==> config.mk <==
export PLATFORM = sky130hd
export DESIGN_NAME = sorted_halves_merge_top
export DESIGN_NICKNAME = d
export VERILOG_FILES = /design/src/sv/shm_pkg.sv /design/src/sv/shm_ram.sv /design/src/sv/sorted_halves_merge_top.sv
export SDC_FILE = /design/constraint.sdc
export NUM_CORES = 2
export LEC_CHECK = 0
export CAP_MARGIN = 20
export CORE_ASPECT_RATIO = 1.1
export CORE_MARGIN = 8
export CORE_UTILIZATION = 45
export DETAILED_ROUTE_END_ITERATION = 16
export DONT_BUFFER_PORTS = 1
export PLACE_DENSITY_LB_ADDON = 0.15
export SLEW_MARGIN = 10
export SYNTH_ARGS = -nofsm -noshare
export SYNTH_HDL_FRONTEND = slang
export SYNTH_SLANG_ARGS = --single-unit
==> constraint.sdc <==
create_clock -name clock -period 8.6 [get_ports clock]
set_input_delay 0.86 -clock clock [delete_from_list [all_inputs] [get_ports clock]]
set_output_delay 0.86 -clock clock [all_outputs]
set_load 0.03 [all_outputs]
==> src/sv/shm_pkg.sv <==
// Shared constants, codes and types of the sorted-halves merge block.
`timescale 1ns / 1ps
`default_nettype none

package shm_pkg;

   // Capacity and widths
   localparam int MAX_ELEMS = 32;
   localparam int DATA_W    = 32;
   localparam int LEN_W     = 6;
   localparam int CNT_W     = $clog2(MAX_ELEMS + 1);
   localparam int ADDR_W    = (MAX_ELEMS > 1) ? $clog2(MAX_ELEMS) : 1;
   localparam int LEN_X_W   = (CNT_W > LEN_W) ? CNT_W : LEN_W;
   localparam int STATUS_W  = 2;

   localparam logic [LEN_W-1:0] LEFT_LEN_RESET = LEN_W'(4);

   // Result status codes
   localparam logic [STATUS_W-1:0] STATUS_MERGED     = 2'd0;
   localparam logic [STATUS_W-1:0] STATUS_NOT_SORTED = 2'd1;
   localparam logic [STATUS_W-1:0] STATUS_OVERFLOW   = 2'd2;

   // Sequencer states
   typedef enum logic [1:0] {
      S_LOAD,
      S_READ,
      S_CMP,
      S_SEND
   } state_type;

endpackage

`default_nettype wire

==> src/sv/shm_ram.sv <==
// Generic RAM: one write port, two registered read ports.
`timescale 1ns / 1ps
`default_nettype none

module shm_ram #(
   parameter int WIDTH = 32,
   parameter int DEPTH = 32
) (
   input  wire logic                                       clock,
   input  wire logic                                       wr_en,
   input  wire logic [((DEPTH > 1) ? $clog2(DEPTH) : 1)-1:0] wr_addr,
   input  wire logic [WIDTH-1:0]                           wr_data,
   input  wire logic [((DEPTH > 1) ? $clog2(DEPTH) : 1)-1:0] rd_addr_a,
   input  wire logic [((DEPTH > 1) ? $clog2(DEPTH) : 1)-1:0] rd_addr_b,
   output logic      [WIDTH-1:0]                           rd_data_a,
   output logic      [WIDTH-1:0]                           rd_data_b
);

   logic [WIDTH-1:0] mem_ff [DEPTH];
   logic [WIDTH-1:0] rd_data_a_ff;
   logic [WIDTH-1:0] rd_data_b_ff;

   // Write one entry, register both reads
   always_ff @(posedge clock) begin
      if (wr_en) begin
         mem_ff[wr_addr] <= wr_data;
      end
      rd_data_a_ff <= mem_ff[rd_addr_a];
      rd_data_b_ff <= mem_ff[rd_addr_b];
   end

   assign rd_data_a = rd_data_a_ff;
   assign rd_data_b = rd_data_b_ff;

endmodule

`default_nettype wire

==> src/sv/sorted_halves_merge_top.sv <==
// Sorted-halves merge: loads a list of signed values, checks that the two runs are
// sorted and streams out their stable merge (left element wins ties), or one status
// result (1 runs not sorted, 2 capacity overflow, overflow wins). While loading,
// req_stall is low and an element is taken whenever req_valid is high. After the
// element marked last, req_stall stays high until the final result is transferred:
// S_READ primes the element RAM read, then each merged element passes S_CMP (compare
// on the RAM's registered read ports) and S_SEND (output transfer, held on rsp_stall). A
// status result appears the cycle after the last element. csr_left_len may be written at any
// time the block is idle; the store needs no clearing pass after reset.
`timescale 1ns / 1ps
`default_nettype none

module sorted_halves_merge_top (
   input  wire logic                                  clock,
   input  wire logic                                  reset,
   // Configuration write
   input  wire logic                                  csr_valid,
   output logic                                       csr_ready,
   input  wire logic [shm_pkg::LEN_W-1:0]             csr_left_len,
   // Element input
   input  wire logic                                  req_valid,
   output logic                                       req_stall,
   input  wire logic signed [shm_pkg::DATA_W-1:0]     req_value,
   input  wire logic                                  req_last_in,
   // Result output
   output logic                                       rsp_valid,
   input  wire logic                                  rsp_stall,
   output logic signed [shm_pkg::DATA_W-1:0]          rsp_merged_value,
   output logic        [shm_pkg::STATUS_W-1:0]        rsp_status,
   output logic                                       rsp_last_out
);

   import shm_pkg::*;

   state_type             state_ff, state_in;
   logic [LEN_W-1:0]      left_len_ff, left_len_in;
   logic [CNT_W-1:0]      count_ff, count_in;
   logic [DATA_W-1:0]     prev_ff, prev_in;
   logic                  broken_ff, broken_in;
   logic                  over_ff, over_in;
   logic [CNT_W-1:0]      i_ff, i_in;
   logic [CNT_W-1:0]      j_ff, j_in;
   logic [CNT_W-1:0]      split_ff, split_in;
   logic [CNT_W-1:0]      total_ff, total_in;
   logic                  rsp_valid_ff, rsp_valid_in;
   logic [DATA_W-1:0]     rsp_value_ff, rsp_value_in;
   logic [STATUS_W-1:0]   rsp_status_ff, rsp_status_in;
   logic                  rsp_last_ff, rsp_last_in;

   logic                  req_xfer;
   logic                  rsp_xfer;
   logic                  full;
   logic [CNT_W-1:0]      total_new;
   logic [LEN_X_W-1:0]    left_x;
   logic [LEN_X_W-1:0]    total_x;
   logic [LEN_X_W-1:0]    count_x;
   logic [CNT_W-1:0]      split_new;
   logic                  step_broken;
   logic                  over_new;
   logic                  broken_new;
   logic [DATA_W-1:0]     rd_a;
   logic [DATA_W-1:0]     rd_b;
   logic [DATA_W-1:0]     cmp_lo;
   logic [DATA_W-1:0]     cmp_hi;
   logic                  cmp_le;
   logic                  take_left;
   logic [CNT_W-1:0]      i_step;
   logic [CNT_W-1:0]      j_step;

   // Handshakes
   assign csr_ready = 1'b1;
   assign req_stall = (state_ff != S_LOAD);
   assign req_xfer  = req_valid && !req_stall;
   assign rsp_xfer  = rsp_valid_ff && !rsp_stall;

   // Element store
   shm_ram #(
      .WIDTH (DATA_W),
      .DEPTH (MAX_ELEMS)
   ) u_store (
      .clock     (clock),
      .wr_en     (req_xfer && !full),
      .wr_addr   (count_ff[ADDR_W-1:0]),
      .wr_data   (req_value),
      .rd_addr_a (i_ff[ADDR_W-1:0]),
      .rd_addr_b (j_ff[ADDR_W-1:0]),
      .rd_data_a (rd_a),
      .rd_data_b (rd_b)
   );

   // Shared signed compare: order check while loading, head compare while merging
   assign cmp_lo = (state_ff == S_LOAD) ? prev_ff : rd_a;
   assign cmp_hi = (state_ff == S_LOAD) ? req_value : rd_b;
   assign cmp_le = ($signed(cmp_lo) <= $signed(cmp_hi));

   // Load bookkeeping
   assign full        = (count_ff >= CNT_W'(MAX_ELEMS));
   assign total_new   = full ? count_ff : count_ff + CNT_W'(1);
   assign left_x      = LEN_X_W'(left_len_ff);
   assign total_x     = LEN_X_W'(total_new);
   assign count_x     = LEN_X_W'(count_ff);
   assign split_new   = (left_x < total_x) ? CNT_W'(left_x) : total_new;
   assign step_broken = !full && (count_ff != '0) && (count_x != left_x) && !cmp_le;
   assign over_new    = over_ff || full;
   assign broken_new  = broken_ff || step_broken;

   // Merge pick: left head while it lasts and the right run is used up or it is not above the right head
   assign take_left = (i_ff < split_ff) && ((j_ff >= total_ff) || cmp_le);
   assign i_step    = take_left ? i_ff + CNT_W'(1) : i_ff;
   assign j_step    = take_left ? j_ff : j_ff + CNT_W'(1);

   // Next state
   always_comb begin
      state_in = state_ff;
      case (state_ff)
         S_LOAD: begin
            if (req_xfer && req_last_in) begin
               state_in = (over_new || broken_new) ? S_SEND : S_READ;
            end
         end
         S_READ: begin
            state_in = S_CMP;
         end
         S_CMP: begin
            state_in = S_SEND;
         end
         S_SEND: begin
            if (rsp_xfer) begin
               state_in = rsp_last_ff ? S_LOAD : S_CMP;
            end
         end
         default: begin
            state_in = S_LOAD;
         end
      endcase
   end

   // Datapath and output register
   always_comb begin
      left_len_in   = csr_valid ? csr_left_len : left_len_ff;
      count_in      = count_ff;
      prev_in       = prev_ff;
      broken_in     = broken_ff;
      over_in       = over_ff;
      i_in          = i_ff;
      j_in          = j_ff;
      split_in      = split_ff;
      total_in      = total_ff;
      rsp_valid_in  = rsp_valid_ff;
      rsp_value_in  = rsp_value_ff;
      rsp_status_in = rsp_status_ff;
      rsp_last_in   = rsp_last_ff;
      case (state_ff)
         S_LOAD: begin
            if (req_xfer) begin
               if (!req_last_in) begin
                  // Advance the list
                  count_in  = total_new;
                  prev_in   = full ? prev_ff : req_value;
                  broken_in = broken_new;
                  over_in   = over_new;
               end else begin
                  // Close the list and set up the merge or status result
                  count_in  = '0;
                  prev_in   = '0;
                  broken_in = 1'b0;
                  over_in   = 1'b0;
                  i_in      = '0;
                  j_in      = split_new;
                  split_in  = split_new;
                  total_in  = total_new;
                  if (over_new || broken_new) begin
                     rsp_valid_in  = 1'b1;
                     rsp_value_in  = '0;
                     rsp_status_in = over_new ? STATUS_OVERFLOW : STATUS_NOT_SORTED;
                     rsp_last_in   = 1'b1;
                  end
               end
            end
         end
         S_CMP: begin
            // Emit the smaller head and advance its run
            i_in          = i_step;
            j_in          = j_step;
            rsp_valid_in  = 1'b1;
            rsp_value_in  = take_left ? rd_a : rd_b;
            rsp_status_in = STATUS_MERGED;
            rsp_last_in   = (i_step == split_ff) && (j_step == total_ff);
         end
         S_SEND: begin
            if (rsp_xfer) begin
               rsp_valid_in = 1'b0;
            end
         end
         default: begin
         end
      endcase
   end

   // Control registers
   always_ff @(posedge clock) begin
      if (reset) begin
         state_ff     <= S_LOAD;
         left_len_ff  <= LEFT_LEN_RESET;
         count_ff     <= '0;
         prev_ff      <= '0;
         broken_ff    <= 1'b0;
         over_ff      <= 1'b0;
         rsp_valid_ff <= 1'b0;
      end else begin
         state_ff     <= state_in;
         left_len_ff  <= left_len_in;
         count_ff     <= count_in;
         prev_ff      <= prev_in;
         broken_ff    <= broken_in;
         over_ff      <= over_in;
         rsp_valid_ff <= rsp_valid_in;
      end
   end

   // Merge indexes and result payload
   always_ff @(posedge clock) begin
      i_ff          <= i_in;
      j_ff          <= j_in;
      split_ff      <= split_in;
      total_ff      <= total_in;
      rsp_value_ff  <= rsp_value_in;
      rsp_status_ff <= rsp_status_in;
      rsp_last_ff   <= rsp_last_in;
   end

   assign rsp_valid        = rsp_valid_ff;
   assign rsp_merged_value = rsp_value_ff;
   assign rsp_status       = rsp_status_ff;
   assign rsp_last_out     = rsp_last_ff;

endmodule

`default_nettype wire

==> impl_metrics.json <==
{
  "ir_drop_uv": 164,
  "yosysWarnings": 0,
  "cp-end-kind": "register",
  "start_kind": "register",
  "die_y_um": 382,
  "cts_tree": "yes",
  "r2r_cells": 15,
  "clock-root-buffer": "clkbuf_16",
  "drive_gt1_share_pct": 35.7,
  "num_vias": 29500,
  "cap_violations": 0,
  "final_nets": 2882,
  "finalCriticalPeriod_ps": 5450,
  "drc": 0,
  "path_max_fanout": 35,
  "synth_cells": 2790,
  "drt_iter0_drc": 3492,
  "leakagePower_nw": 19.4,
  "rsz0062_at_grt": "no",
  "fillCellCount": 9737,
  "grt_pass1_wl_um": 230000,
  "cp_data_arrival_time_ps": 6080,
  "areaGrowthSynthToFinish_pct": 11.7,
  "io_pins": 82,
  "io_buffer_count": 0,
  "grt-ovfl-total": 0,
  "post-cts-setup-buffer-count": 0,
  "grt_use_met2_pct": 40.0,
  "finalHoldViolations": 0,
  "syn_area_sq_um": 54700,
  "final_core_util_pct": 50.5,
  "reg2reg_slack_ps": 3150,
  "ant_nets": 0,
  "start_util_pct": 45.2,
  "grt_use_total_pct": 24.1,
  "die_area_sq_um": 133000,
  "holdCritStartpoint": "reset",
  "crit_required_ps": 9240,
  "finalCritPeriodShare_pct": 63.3,
  "clk_latency_ps": 740,
  "dp_hpwl_um": 90500,
  "firstDrtPassIters": 5,
  "row_count": 134,
  "register_area_sq_um": 34800,
  "grt.busiest_layer": "met2",
  "multiInputGateArea_sq_um": 19400,
  "outcome": "finished clean",
  "ys_seq_elements": 1196,
  "async_flop_share_pct": 0,
  "worstMarginPinSlew_ps": 1180,
  "dieWidth_um": 349,
  "synth_fp_nets": 2888,
  "cts-htree-levels": 3,
  "synth_edf_count": 1083,
  "r2r-end": "rsp_valid",
  "whs_endpoint": "prev_ff[0]",
  "core_sq_um": 121000,
  "hold_depth": 1,
  "antenna_found_initial": 2,
  "gp_congestion": 0.818,
  "viasPerCell": 6.51,
  "slew_headroom_pct": 20.9,
  "fin_cells": 4524,
  "yosysSeqAreaShare_pct": 63.5,
  "grt_pass1_vias": 31000,
  "yosys.area.top_type": "edfxtp_1",
  "hold_path_class": "in2reg",
  "reg2reg_from": "state_ff[1]",
  "path_clk_slew_ps": 70,
  "drt-total-wl_um": 161000,
  "fin_setup_tns_ps": 0,
  "cts_buffer_depth": 3,
  "synth_top_area_share_pct": 59.4,
  "setup_violations": 0,
  "yosysUniqueCellTypes": 68,
  "place_inst": 4290,
  "syn_avg_cell_area_sq_um": 19.6,
  "use_met1_pct": 32.2,
  "grtUsageMet3_pct": 4.57,
  "fmax_ghz": 0.184,
  "grt_max_degree": 96,
  "clock_skew_ps": 27.9,
  "critPathKind": "reg2reg",
  "clock-sinks": 1196,
  "power_density_nw_per_um2": 234,
  "maxSlewViolCount": 0,
  "cts_made_buffers": 121,
  "post_drt_wl_per_cell_um": 35.7,
  "synth-main-ff-cell": "edfxtp_1",
  "yosys-top-cells-area": "edfxtp_1 59%, mux4_2 26%, dfxtp_1 4.1%, nand2_1 1.8%, mux2_2 1.6%",
  "hold_buffers": 0,
  "cts_resized": 0
}
worst max path at each step:
stage,from,depth (start not counted),endpoint
2_1_floorplan,state_ff[1],14,rsp_last_out
3_3_place_gp,state_ff[1],15,rsp_valid
3_5_place_dp,state_ff[1],15,rsp_valid
4_1_cts,state_ff[1],15,rsp_valid
5_1_grt,state_ff[1],16,rsp_valid
6_report,state_ff[1],15,rsp_valid
registers in the layout, summed over array words and instances (netlist names):
signal             cells
rsp_merged_value      32
split_ff               6
i_ff                   6
u_store.mem_ff      1024
left_len_ff            6
rsp_last_out           1
count_ff               6
rsp_status             2
over_ff                1
broken_ff              1
u_store.rd_data_a     32
j_ff                   6
total_ff               6
prev_ff               32
u_store.rd_data_b     32
rsp_valid              1
state_ff               2
layout by cell type, fill, tap and decap left out, types with 7 or more instances in the layout:
cell,Yosys,layout
edfxtp_1,1083,1083
mux4_2,640,640
nand2_1,257,257
clkbuf_16,0,122
dfxtp_1,113,113
a21oi_1,94,94
mux2_2,76,76
buf_4,1,61
ha_1,54,54
mux2i_1,37,37
nor2_4,0,34
nor2_1,63,29
clkinv_2,0,23
xnor2_1,22,22
clkbuf_1,143,21
inv_1,19,19
clkinv_1,1,17
bufinv_16,0,15
clkbuf_8,0,15
nor2b_1,11,11
nor3_1,9,9
nand3_1,8,8
a21o_1,8,8
o21ai_0,9,8
buf_12,0,8
nand2b_1,8,7
nand3b_1,7,7
metrics by stage:
step	hold WS [ps]	worst slack (ps)	total power [mW]	cell area [sq um]
after global routing	157	2760	14.7	61200
after global placement	441	3030	8.91	56900
final	196	3150	14.3	61200
after CTS	133	2740	14.4	61100
after floorplan	434	2030	8.27	54700
after detailed placement	448	2820	8.92	56900
synth_stat cells, types with 2 or more instances:
| library cell | n |
|---|---|
| nand2_1 | 257 |
| nand4_1 | 6 |
| and3_1 | 4 |
| o21ai_0 | 9 |
| nor4_1 | 3 |
| clkbuf_1 | 143 |
| mux4_2 | 640 |
| nor2_1 | 63 |
| inv_1 | 19 |
| xor2_1 | 6 |
| or3_1 | 3 |
| or4_1 | 2 |
| and2_1 | 2 |
| or2_2 | 4 |
| mux2i_1 | 37 |
| o211a_1 | 2 |
| ha_1 | 54 |
| a22oi_1 | 3 |
| a21o_1 | 8 |
| nand3b_1 | 7 |
| buf_1 | 54 |
| nand2b_1 | 8 |
| nor2b_1 | 11 |
| nor3_1 | 9 |
| edfxtp_1 | 1083 |
| xnor2_1 | 22 |
| dfxtp_1 | 113 |
| nand3_1 | 8 |
| a221o_1 | 2 |
| mux2_2 | 76 |
| o21a_1 | 2 |
| a21oi_1 | 94 |
worst max-delay path, cell delays in order (launching register included):
cell and delay [ps]:
dfxtp_1 400, nor2_4 150, buf_4 570, mux2i_1 200
ha_1 340, nand4_2 170, nor4_2 420, nand4_1 360
a211oi_2 450, o31ai_2 260, a2111oi_0 480, nor2_1 190
a21boi_4 450, buf_4 510, nor2_1 100, a311oi_1 250
metal layers:
layer,vias to the layer above,wire (um)
met5,-,0
met4,0,5530
met3,261,12400
met2,1384,80000
met1,16100,63400
li1,11700,-
layout make-up:
class,count,share of cell area (%)
inverters,21,0.129
clock inverters,72,1.39
diodes,1,0.00409
well taps,1632,3.34
flip-flops and latches,1196,56.9
clock buffers,158,5.46
multi-input cells,1373,31.7
repair buffers,71,1.10
kinds of logic (layout without fill, tap and decap cells):
family	count (synthesis)	in the layout	synth area share [%]
DFF	1196	1196	63.5
muxes	753	753	28.6
and+or+nand+nor	395	395	3.08
buffers and inverters	221	322	1.54
AOI/OAI and AO/OA	142	142	1.58
adders and majority gates	54	54	1.23
xor gates and xnor gates	28	28	0.448
other	1	2	0.00685
power by group:
| part | internal (mW) | switching, mW | leakage [nW] |
|---|---|---|---|
| Clock | 3.19 | 2.30 | 2.04 |
| Combinational | 1.03 | 1.12 | 6.65 |
| Sequential | 6.49 | 0.156 | 10.7 |
| Total | 10.7 | 3.58 | 19.4 |
(Power assumes the default switching activity.)
